[src/hw/rtl/ibm_pkg.sv]
`timescale 1ns / 1ps

package ibm_pkg;

   localparam int DEFAULT_SLOTS = 64;

   localparam int CMD_W       = 2;
   localparam int SLOT_W      = 6;
   localparam int COUNT_W     = 32;
   localparam int WINDOW_W    = 40;
   localparam int TIME_W      = 64;
   localparam int VERDICT_W   = 2;
   localparam int CSR_INDEX_W = 3;
   localparam int CSR_DATA_W  = 64;
   localparam int DIV_CNT_W   = $clog2(WINDOW_W);

   localparam logic [CMD_W-1:0] CMD_SAMPLE  = 2'd0;
   localparam logic [CMD_W-1:0] CMD_SET_OVR = 2'd1;
   localparam logic [CMD_W-1:0] CMD_CLR_OVR = 2'd2;

   localparam logic [VERDICT_W-1:0] VERDICT_NONE  = 2'd0;
   localparam logic [VERDICT_W-1:0] VERDICT_LOG   = 2'd1;
   localparam logic [VERDICT_W-1:0] VERDICT_ALERT = 2'd2;

   localparam logic [CSR_INDEX_W-1:0] CSR_MONITOR_ENABLE  = 3'd0;
   localparam logic [CSR_INDEX_W-1:0] CSR_LOG_THRESHOLD   = 3'd1;
   localparam logic [CSR_INDEX_W-1:0] CSR_ALERT_THRESHOLD = 3'd2;
   localparam logic [CSR_INDEX_W-1:0] CSR_ALERT_ENABLE    = 3'd3;
   localparam logic [CSR_INDEX_W-1:0] CSR_DEBOUNCE        = 3'd4;

   localparam logic [COUNT_W-1:0] RST_LOG_THRESHOLD   = 32'd666666;
   localparam logic [COUNT_W-1:0] RST_ALERT_THRESHOLD = 32'd200000;
   localparam logic [TIME_W-1:0]  RST_DEBOUNCE        = 64'd5000000000;

   // largest increase that still gives an interval: half the 32-bit count range
   localparam logic [COUNT_W-1:0] INC_MAX = 32'h7FFF_FFFF;

endpackage

[src/hw/rtl/ibm_req_if.sv]
`timescale 1ns / 1ps

interface ibm_req_if import ibm_pkg::*; ();
   logic                valid;
   logic                ready;
   logic [CMD_W-1:0]    command;
   logic [SLOT_W-1:0]   slot;
   logic [COUNT_W-1:0]  count_now;
   logic [WINDOW_W-1:0] window_ns;
   logic [TIME_W-1:0]   now_ns;
   logic                has_action;
   logic                is_ipi;
   logic [COUNT_W-1:0]  override_value;

   modport source (
      output valid, command, slot, count_now, window_ns, now_ns, has_action, is_ipi,
             override_value,
      input  ready
   );

   modport sink (
      input  valid, command, slot, count_now, window_ns, now_ns, has_action, is_ipi,
             override_value,
      output ready
   );
endinterface

[src/hw/rtl/ibm_rsp_if.sv]
`timescale 1ns / 1ps

interface ibm_rsp_if import ibm_pkg::*; ();
   logic                 valid;
   logic                 ready;
   logic [VERDICT_W-1:0] verdict;
   logic [COUNT_W-1:0]   increase;
   logic [WINDOW_W-1:0]  average_interval_ns;
   logic [SLOT_W-1:0]    slot_out;

   modport source (
      output valid, verdict, increase, average_interval_ns, slot_out,
      input  ready
   );

   modport sink (
      input  valid, verdict, increase, average_interval_ns, slot_out,
      output ready
   );
endinterface

[src/hw/rtl/interrupt_burst_monitor_core.sv]
// A divided sample passes through the read state, the divide steps, evaluation and done
// before its result is valid; every other item goes from read straight to done.
// One item is in work at a time; a sample is divided by the 40-step bit-serial divider,
// and the next item is taken once the previous result is in the output register.
// Reset (synchronous): seen and override valid bits clear, control and CSR registers take
// their defaults; count and period memories are not cleared, entries gated by those bits.
`timescale 1ns / 1ps

module interrupt_burst_monitor_core import ibm_pkg::*; #(
   parameter int SLOTS = DEFAULT_SLOTS
) (
   input  logic                   clock,
   input  logic                   reset,
   input  logic                   csr_we,
   input  logic [CSR_INDEX_W-1:0] csr_index,
   input  logic [CSR_DATA_W-1:0]  csr_wdata,
   ibm_req_if.sink                req_if,
   ibm_rsp_if.source              rsp_if
);

   localparam int IDX_W = (SLOTS > 1) ? $clog2(SLOTS) : 1;

   localparam logic [2:0] ST_IDLE = 3'd0;
   localparam logic [2:0] ST_READ = 3'd1;
   localparam logic [2:0] ST_DIV  = 3'd2;
   localparam logic [2:0] ST_EVAL = 3'd3;
   localparam logic [2:0] ST_DONE = 3'd4;

   logic [COUNT_W-1:0] count_mem  [SLOTS];
   logic [COUNT_W-1:0] period_mem [SLOTS];
   logic [COUNT_W-1:0] count_rd_ff;
   logic [COUNT_W-1:0] period_rd_ff;

   logic [2:0]           state_ff, state_in;
   logic [SLOTS-1:0]     seen_ff, seen_in;
   logic [SLOTS-1:0]     ovr_valid_ff, ovr_valid_in;
   logic                 mon_en_ff, mon_en_in;
   logic [COUNT_W-1:0]   log_thr_ff, log_thr_in;
   logic [COUNT_W-1:0]   alert_thr_ff, alert_thr_in;
   logic                 alert_en_ff, alert_en_in;
   logic [TIME_W-1:0]    debounce_ff, debounce_in;
   logic [TIME_W-1:0]    last_alert_ff, last_alert_in;

   logic [CMD_W-1:0]     cmd_ff;
   logic [SLOT_W-1:0]    slot_ff;
   logic [IDX_W-1:0]     idx_ff;
   logic                 in_range_ff;
   logic [COUNT_W-1:0]   count_now_ff;
   logic [TIME_W-1:0]    now_ff;
   logic                 has_action_ff;
   logic                 ipi_ff;
   logic [COUNT_W-1:0]   ovr_value_ff;

   logic [COUNT_W-1:0]   inc_ff, inc_in;
   logic [WINDOW_W-1:0]  quo_ff, quo_in;
   logic [COUNT_W-1:0]   rem_ff, rem_in;
   logic [DIV_CNT_W-1:0] div_cnt_ff, div_cnt_in;

   logic [VERDICT_W-1:0] res_verdict_ff, res_verdict_in;
   logic [WINDOW_W-1:0]  res_avg_ff, res_avg_in;

   logic                 rsp_valid_ff, rsp_valid_in;
   logic [VERDICT_W-1:0] rsp_verdict_ff;
   logic [COUNT_W-1:0]   rsp_inc_ff;
   logic [WINDOW_W-1:0]  rsp_avg_ff;
   logic [SLOT_W-1:0]    rsp_slot_ff;

   logic                 accept;
   logic [IDX_W-1:0]     req_idx;
   logic                 count_we;
   logic                 period_we;
   logic                 rsp_load;
   logic [COUNT_W-1:0]   inc_calc;
   logic [COUNT_W:0]     rem_shift;
   logic                 rem_ge;
   logic                 ovr_block;
   logic                 db_block;

   assign accept    = req_if.valid && req_if.ready;
   assign req_idx   = IDX_W'(req_if.slot);
   assign inc_calc  = count_now_ff - count_rd_ff;
   assign rem_shift = {rem_ff, quo_ff[WINDOW_W-1]};
   assign rem_ge    = rem_shift >= {1'b0, inc_ff};
   assign ovr_block = ovr_valid_ff[idx_ff] && (quo_ff > WINDOW_W'(period_rd_ff));
   assign db_block  = (last_alert_ff != '0) && (debounce_ff != '0) &&
                      ((now_ff - last_alert_ff) < debounce_ff);
   assign rsp_load  = (state_ff == ST_DONE) && (!rsp_valid_ff || rsp_if.ready);

   assign req_if.ready               = (state_ff == ST_IDLE);
   assign rsp_if.valid               = rsp_valid_ff;
   assign rsp_if.verdict             = rsp_verdict_ff;
   assign rsp_if.increase            = rsp_inc_ff;
   assign rsp_if.average_interval_ns = rsp_avg_ff;
   assign rsp_if.slot_out            = rsp_slot_ff;

   always_comb begin
      state_in       = state_ff;
      seen_in        = seen_ff;
      ovr_valid_in   = ovr_valid_ff;
      mon_en_in      = mon_en_ff;
      log_thr_in     = log_thr_ff;
      alert_thr_in   = alert_thr_ff;
      alert_en_in    = alert_en_ff;
      debounce_in    = debounce_ff;
      last_alert_in  = last_alert_ff;
      inc_in         = inc_ff;
      quo_in         = quo_ff;
      rem_in         = rem_ff;
      div_cnt_in     = div_cnt_ff;
      res_verdict_in = res_verdict_ff;
      res_avg_in     = res_avg_ff;
      rsp_valid_in   = rsp_valid_ff;
      count_we       = 1'b0;
      period_we      = 1'b0;

      if (csr_we) begin
         case (csr_index)
            CSR_MONITOR_ENABLE:  mon_en_in    = csr_wdata[0];
            CSR_LOG_THRESHOLD:   log_thr_in   = csr_wdata[COUNT_W-1:0];
            CSR_ALERT_THRESHOLD: alert_thr_in = csr_wdata[COUNT_W-1:0];
            CSR_ALERT_ENABLE:    alert_en_in  = csr_wdata[0];
            CSR_DEBOUNCE:        debounce_in  = csr_wdata;
            default: ;
         endcase
      end

      case (state_ff)
         ST_IDLE: begin
            if (accept) begin
               state_in = ST_READ;
            end
         end
         ST_READ: begin
            res_verdict_in = VERDICT_NONE;
            res_avg_in     = '0;
            inc_in         = '0;
            state_in       = ST_DONE;
            if (in_range_ff) begin
               case (cmd_ff)
                  CMD_SET_OVR: begin
                     period_we            = 1'b1;
                     ovr_valid_in[idx_ff] = 1'b1;
                  end
                  CMD_CLR_OVR: begin
                     ovr_valid_in[idx_ff] = 1'b0;
                  end
                  CMD_SAMPLE: begin
                     if (mon_en_ff) begin
                        count_we = 1'b1;
                        if (!seen_ff[idx_ff]) begin
                           seen_in[idx_ff] = 1'b1;
                        end else begin
                           inc_in = inc_calc;
                           if ((inc_calc != '0) && (inc_calc <= INC_MAX) && has_action_ff) begin
                              rem_in     = '0;
                              div_cnt_in = DIV_CNT_W'(WINDOW_W - 1);
                              state_in   = ST_DIV;
                           end
                        end
                     end
                  end
                  default: ;
               endcase
            end
         end
         ST_DIV: begin
            quo_in = {quo_ff[WINDOW_W-2:0], rem_ge};
            rem_in = rem_ge ? COUNT_W'(rem_shift - {1'b0, inc_ff}) : rem_shift[COUNT_W-1:0];
            div_cnt_in = div_cnt_ff - DIV_CNT_W'(1);
            if (div_cnt_ff == '0) begin
               state_in = ST_EVAL;
            end
         end
         ST_EVAL: begin
            res_avg_in = quo_ff;
            state_in   = ST_DONE;
            if (quo_ff <= WINDOW_W'(log_thr_ff)) begin
               res_verdict_in = VERDICT_LOG;
               if (!ovr_block && !ipi_ff && (alert_thr_ff != '0) &&
                   (quo_ff < WINDOW_W'(alert_thr_ff)) && alert_en_ff && !db_block) begin
                  res_verdict_in = VERDICT_ALERT;
                  last_alert_in  = now_ff;
               end
            end
         end
         ST_DONE: begin
            if (rsp_load) begin
               state_in = ST_IDLE;
            end
         end
         default: begin
            state_in = ST_IDLE;
         end
      endcase

      if (rsp_load) begin
         rsp_valid_in = 1'b1;
      end else if (rsp_if.ready) begin
         rsp_valid_in = 1'b0;
      end
   end

   always_ff @(posedge clock) begin
      if (count_we) begin
         count_mem[idx_ff] <= count_now_ff;
      end
      if (period_we) begin
         period_mem[idx_ff] <= ovr_value_ff;
      end
      if (accept) begin
         count_rd_ff  <= count_mem[req_idx];
         period_rd_ff <= period_mem[req_idx];
      end
   end

   always_ff @(posedge clock) begin
      if (accept) begin
         cmd_ff        <= req_if.command;
         slot_ff       <= req_if.slot;
         idx_ff        <= req_idx;
         in_range_ff   <= 32'(req_if.slot) < SLOTS;
         count_now_ff  <= req_if.count_now;
         now_ff        <= req_if.now_ns;
         has_action_ff <= req_if.has_action;
         ipi_ff        <= req_if.is_ipi;
         ovr_value_ff  <= req_if.override_value;
         quo_ff        <= req_if.window_ns;
      end else begin
         quo_ff <= quo_in;
      end
      inc_ff         <= inc_in;
      rem_ff         <= rem_in;
      div_cnt_ff     <= div_cnt_in;
      res_verdict_ff <= res_verdict_in;
      res_avg_ff     <= res_avg_in;
      if (rsp_load) begin
         rsp_verdict_ff <= res_verdict_ff;
         rsp_inc_ff     <= inc_ff;
         rsp_avg_ff     <= res_avg_ff;
         rsp_slot_ff    <= slot_ff;
      end
   end

   always_ff @(posedge clock) begin
      if (reset) begin
         state_ff      <= ST_IDLE;
         seen_ff       <= '0;
         ovr_valid_ff  <= '0;
         mon_en_ff     <= 1'b1;
         log_thr_ff    <= RST_LOG_THRESHOLD;
         alert_thr_ff  <= RST_ALERT_THRESHOLD;
         alert_en_ff   <= 1'b1;
         debounce_ff   <= RST_DEBOUNCE;
         last_alert_ff <= '0;
         rsp_valid_ff  <= 1'b0;
      end else begin
         state_ff      <= state_in;
         seen_ff       <= seen_in;
         ovr_valid_ff  <= ovr_valid_in;
         mon_en_ff     <= mon_en_in;
         log_thr_ff    <= log_thr_in;
         alert_thr_ff  <= alert_thr_in;
         alert_en_ff   <= alert_en_in;
         debounce_ff   <= debounce_in;
         last_alert_ff <= last_alert_in;
         rsp_valid_ff  <= rsp_valid_in;
      end
   end

   a_accept_reads: assert property (@(posedge clock) disable iff (reset)
      accept |=> (state_ff == ST_READ))
      else $error("accepted item did not enter the read state");

   a_div_runs: assert property (@(posedge clock) disable iff (reset)
      (state_ff == ST_DIV) && (div_cnt_ff != '0) |=> (state_ff == ST_DIV))
      else $error("divider left before its last step");

   a_alert_below_thr: assert property (@(posedge clock) disable iff (reset)
      rsp_valid_ff && (rsp_verdict_ff == VERDICT_ALERT) |->
         (rsp_avg_ff < WINDOW_W'(alert_thr_ff)) && (rsp_inc_ff != '0))
      else $error("alert item with interval not below the alert threshold");

   a_alert_stamps_time: assert property (@(posedge clock) disable iff (reset)
      (state_ff == ST_EVAL) && (res_verdict_in == VERDICT_ALERT) |=>
         (last_alert_ff == now_ff))
      else $error("alert did not record its time");

   a_verdict_has_increase: assert property (@(posedge clock) disable iff (reset)
      rsp_valid_ff && (rsp_verdict_ff != VERDICT_NONE) |-> (rsp_inc_ff <= INC_MAX))
      else $error("verdict given for an out-of-range increase");

endmodule
[src/flat_wrapper.sv]
// flat-port wrapper written by rule: the top's interface ports become plain ports
module interrupt_burst_monitor_core_flat import ibm_pkg::*;
#(
   parameter int SLOTS = DEFAULT_SLOTS
)
  (clock, reset, csr_we, csr_index, csr_wdata, req_if_valid, req_if_command, req_if_slot, req_if_count_now, req_if_window_ns, req_if_now_ns, req_if_has_action, req_if_is_ipi, req_if_override_value, req_if_ready, rsp_if_valid, rsp_if_verdict, rsp_if_increase, rsp_if_average_interval_ns, rsp_if_slot_out, rsp_if_ready);
  ibm_req_if req_if_i ();
  ibm_rsp_if rsp_if_i ();
  input  logic clock;
  input  logic reset;
  input  logic csr_we;
  input  logic [CSR_INDEX_W-1:0] csr_index;
  input  logic [CSR_DATA_W-1:0] csr_wdata;
  input wire logic [$bits(req_if_i.valid)-1:0] req_if_valid;
  input wire logic [$bits(req_if_i.command)-1:0] req_if_command;
  input wire logic [$bits(req_if_i.slot)-1:0] req_if_slot;
  input wire logic [$bits(req_if_i.count_now)-1:0] req_if_count_now;
  input wire logic [$bits(req_if_i.window_ns)-1:0] req_if_window_ns;
  input wire logic [$bits(req_if_i.now_ns)-1:0] req_if_now_ns;
  input wire logic [$bits(req_if_i.has_action)-1:0] req_if_has_action;
  input wire logic [$bits(req_if_i.is_ipi)-1:0] req_if_is_ipi;
  input wire logic [$bits(req_if_i.override_value)-1:0] req_if_override_value;
  output wire logic [$bits(req_if_i.ready)-1:0] req_if_ready;
  output wire logic [$bits(rsp_if_i.valid)-1:0] rsp_if_valid;
  output wire logic [$bits(rsp_if_i.verdict)-1:0] rsp_if_verdict;
  output wire logic [$bits(rsp_if_i.increase)-1:0] rsp_if_increase;
  output wire logic [$bits(rsp_if_i.average_interval_ns)-1:0] rsp_if_average_interval_ns;
  output wire logic [$bits(rsp_if_i.slot_out)-1:0] rsp_if_slot_out;
  input wire logic [$bits(rsp_if_i.ready)-1:0] rsp_if_ready;
  assign req_if_i.valid = req_if_valid;
  assign req_if_i.command = req_if_command;
  assign req_if_i.slot = req_if_slot;
  assign req_if_i.count_now = req_if_count_now;
  assign req_if_i.window_ns = req_if_window_ns;
  assign req_if_i.now_ns = req_if_now_ns;
  assign req_if_i.has_action = req_if_has_action;
  assign req_if_i.is_ipi = req_if_is_ipi;
  assign req_if_i.override_value = req_if_override_value;
  assign req_if_ready = req_if_i.ready;
  assign rsp_if_valid = rsp_if_i.valid;
  assign rsp_if_verdict = rsp_if_i.verdict;
  assign rsp_if_increase = rsp_if_i.increase;
  assign rsp_if_average_interval_ns = rsp_if_i.average_interval_ns;
  assign rsp_if_slot_out = rsp_if_i.slot_out;
  assign rsp_if_i.ready = rsp_if_ready;
  interrupt_burst_monitor_core #(.SLOTS(SLOTS)) u_core (.clock(clock), .reset(reset), .csr_we(csr_we), .csr_index(csr_index), .csr_wdata(csr_wdata), .req_if(req_if_i), .rsp_if(rsp_if_i));
endmodule
[config.mk]
export PLATFORM = sky130hd
export DESIGN_NAME = interrupt_burst_monitor_core_flat
export DESIGN_NICKNAME = d
export VERILOG_FILES = /design/src/hw/rtl/ibm_pkg.sv /design/src/hw/rtl/ibm_req_if.sv /design/src/hw/rtl/ibm_rsp_if.sv /design/src/hw/rtl/interrupt_burst_monitor_core.sv /design/src/flat_wrapper.sv
export SDC_FILE = /design/constraint.sdc
export NUM_CORES = 2
export LEC_CHECK = 0
export BUFFER_PORTS_ARGS = -buffer_cell sky130_fd_sc_hd__buf_2
export CAP_MARGIN = 20
export CORE_ASPECT_RATIO = 0.5
export CORE_UTILIZATION = 57
export CTS_CLUSTER_SIZE = 24
export DETAILED_ROUTE_END_ITERATION = 7
export HOLD_SLACK_MARGIN = 0.08
export MAX_ROUTING_LAYER = met4
export PLACE_DENSITY_LB_ADDON = 0.15
export RECOVER_POWER = 100
export REMOVE_ABC_BUFFERS = 1
export SLEW_MARGIN = 25
export SYNTH_ARGS = -nofsm -noshare
export SYNTH_HDL_FRONTEND = slang
export SYNTH_SLANG_ARGS = --single-unit
[constraint.sdc]
create_clock -name clock -period 9.8 [get_ports clock]
set_clock_uncertainty 0.2 [all_clocks]
set_input_delay 1.96 -clock clock [delete_from_list [all_inputs] [get_ports clock]]
set_output_delay 1.96 -clock clock [all_outputs]
set_load 0.01 [all_outputs]
==> impl_metrics.tcl <==
set metrics [dict create \
    multi_input_area_um2 48960 \
    avgSynthCellArea_um2 19.78 \
    r2r_cells 8 \
    io_buffers 331 \
    min_from "u_core.res_avg_ff[28]$_SDFFCE_PP0P_" \
    synth_flop_cell "edfxtp_1" \
    yosysSeqAreaShare_pct 73.24 \
    path_max_fanout 82 \
    status "finished, violations left" \
    crit_start "u_core.state_ff[0]$_SDFFE_PP0P_" \
    leakagePower_nw 68.90 \
    viasPerCell 6.724 \
    worst_slew_pin_slew_ns 5.045 \
    finalWirelength_um 526900 \
    grt_pass1_wl_um 739000 \
    overflow 0 \
    drtPass1Iterations 6 \
    crit_path_end_kind "register" \
    max_freq_ghz 0.1175 \
    cp_data_arrival_time_ns 8.85 \
    relSlewSlack_pct -236.3 \
    design_area_um2 214800 \
    netlist_instances 9840 \
    slowest_delay_ns 2.72 \
    ys_warn_count 0 \
    ys_ff_latch 4856 \
    htree_levels 5 \
    core_area_um2 339100 \
    vias 102500 \
    hold_viol 0 \
    min_period_ns 8.511 \
    numCtsBuffers 410 \
    clockBufferDepth 4 \
    synth_cell_type_count 90 \
    violations "max-capacitance violations, max-slew violations" \
    cts_setup_buffers 0 \
    cts.sinks 4856 \
    maxCapViolations 204 \
    timing.rr.start "u_core.state_ff[0]$_SDFFE_PP0P_" \
    placed_area_um2 203300 \
    cp-start-kind "register" \
    ctsResizeCount 0 \
    wl_per_cell_um 34.57 \
    fillers 23100 \
    path_cells "nor2b_2 -> clkbuf_1 -> nand2b_1 -> inv_1 -> nand3_4 -> buf_4 -> nor3_1 -> clkbuf_2" \
    synth_edf_count 4530 \
    hold_class "register to register" \
    nets 10910 \
    grt_use_total_pct 31.21 \
    p_per_area_nw_per_um2 195.2 \
    rsz0062_at_grt "no" \
    gp_congestion 0.8949 \
    hold_buffers 0 \
    rows 151 \
    start_util_pct 57.40 \
    antenna_found_initial 34 \
    die_h_um 415.2 \
    finalPower_mw 41.94 \
    grt_max_degree 148 \
    path_clk_slew_ns 0.07 \
    clock_latency_ns 0.98 \
    seq_area_um2 142600 \
    ant_nets 0 \
    fin_crit_sh_pct 86.85 \
    drc 0 \
    drt_iter0_drc 15340 \
    cts_root_buffer "clkbuf_16" \
    ios 332 \
    setup_viol 0 \
    required_ns 10.14 \
    hpwl_um 289800 \
    synthArstFlopShare_pct 0 \
    critPathKind "register to register" \
    final_layout_size_suffix_gt1_share_pct 22.81 \
    cts_tree "yes" \
    die_w_um 828.4 \
    dieArea_um2 344000 \
    synth_area_um2 194700 \
    drv_slew 9242 \
    cpMaxStageDelayCell "clkbuf_1" \
    grt_pass1_vias 98720 \
    final_cell_mix "4530 x edfxtp_1, 1352 x mux4_2, 419 x clkbuf_16, 401 x a21oi_1, 387 x nor2_1" \
    min_path_cells 0 \
    final_common_cell "edfxtp_1" \
    peakVddDrop_v 0.0001418 \
    area_growth_pct 10.35 \
]
critical path, delay by kind of cell (launching register included):
| family | cells | cell delay (ns) |
|---|---|---|
| and+or+nand+nor | 4 | 2.02 |
| buffers and inverters | 4 | 5.35 |
| DFF | 1 | 0.41 |
path summary, 6_finish.rpt:
check	endpoint	slack [ns]
setup / recovery	u_core.count_mem[24][8]$_DFFE_PP_	1.29
hold / removal	u_core.rsp_if.average_interval_ns[28]$_DFFE_PP_	0.21
hold reg to reg	u_core.rsp_if.average_interval_ns[28]$_DFFE_PP_	0.21
setup reg to reg	u_core.count_mem[24][8]$_DFFE_PP_	1.29
flip-flops by register name, summed over array words and instances, names as in the netlist, 32 cells and up, named ones only:
signal and cells:
u_core.last_alert_ff 64, u_core.debounce_ff 64, u_core.period_mem 2048, u_core.rem_ff 32, u_core.count_now_ff 32, u_core.count_mem 2048
u_core.period_rd_ff 32, u_core.inc_ff 32, u_core.res_avg_ff 40, u_core.ovr_value_ff 32, u_core.alert_thr_ff 32, u_core.log_thr_ff 32
u_core.now_ff 64, u_core.rsp_if.increase 32, u_core.count_rd_ff 32, u_core.rsp_if.average_interval_ns 40, u_core.seen_ff 64, u_core.quo_ff 40
metrics by stage:
stage	setup slack (ns)	utilization [%]	cells	hold WS, ns	setup TNS, ns
3_3_place_gp	2.330	59.94	14470	0.2027	0
2_1_floorplan	-10.99	-	9323	0.2003	-2863.73
4_1_cts	2.207	63.78	15220	0.2173	0
5_1_grt	0.8651	63.33	15240	0.2242	0
3_5_place_dp	2.279	59.95	14470	0.2054	0
6_report	1.289	63.34	15240	0.2073	0
cell usage after synthesis (all sizes together) (41+ instances only):
cell type	n	area, µm²
inv	326	1224
xor2	41	359.1
nand4	57	356.6
edfxtp	4530	136000
buf	122	594.3
a21o	115	863.3
a21oi	402	2016
mux2i	105	1051
nor3	128	650.6
and3	62	387.9
o21ai	104	524.3
xnor2	66	578.1
mux4	1352	30450
mux2	47	529.3
nand3	49	245.2
ha	289	3616
nand2	370	1389
nor2	404	1516
a311oi	67	586.8
nor4	54	337.8
clkbuf	395	1485
dfxtp	326	6526
cell families (layout without fill, tap and decap cells):
family	after synthesis	count (layout)	share of synthesized area, %
other	0	17	0
muxes	1504	1504	16.45
xor gates and xnor gates	107	107	0.4814
adders and majority gates	292	292	1.889
AOI/OAI and AO/OA	944	944	3.133
DFF	4856	4856	73.24
and+or+nand+nor	1293	1293	3.107
buffers and inverters	844	1715	1.699
metal layers:
metal / GRT usage, % / up-vias / routed length [µm]
li1: - / 41380 / -
met4: 9.187 / 0 / 18170
met5: - / - / 0
met3: 5.362 / 979 / 54270
met1: 45.98 / 54270 / 212800
met2: 45.75 / 5841 / 241600
where the power goes:
group          internal (mW)  switching [mW]  total [mW]
combinational           1.04            1.66        2.70
clock                   8.74            7.49        16.2
sequential              22.9           0.107        23.0
total                   32.7            9.26        41.9
layout make-up:
class | count | share of cell area, %
Inverter | 327 | 0.5714
Clock inverter | 235 | 0.9512
Clock buffer | 516 | 5.093
Sequential cell | 4856 | 66.37
Multi-Input combinational cell | 4140 | 22.79
Tap cell | 4513 | 2.629
Antenna cell | 17 | 0.01981
Timing Repair Buffer | 637 | 1.575
Note: power is estimated with default switching activity, not from simulation.
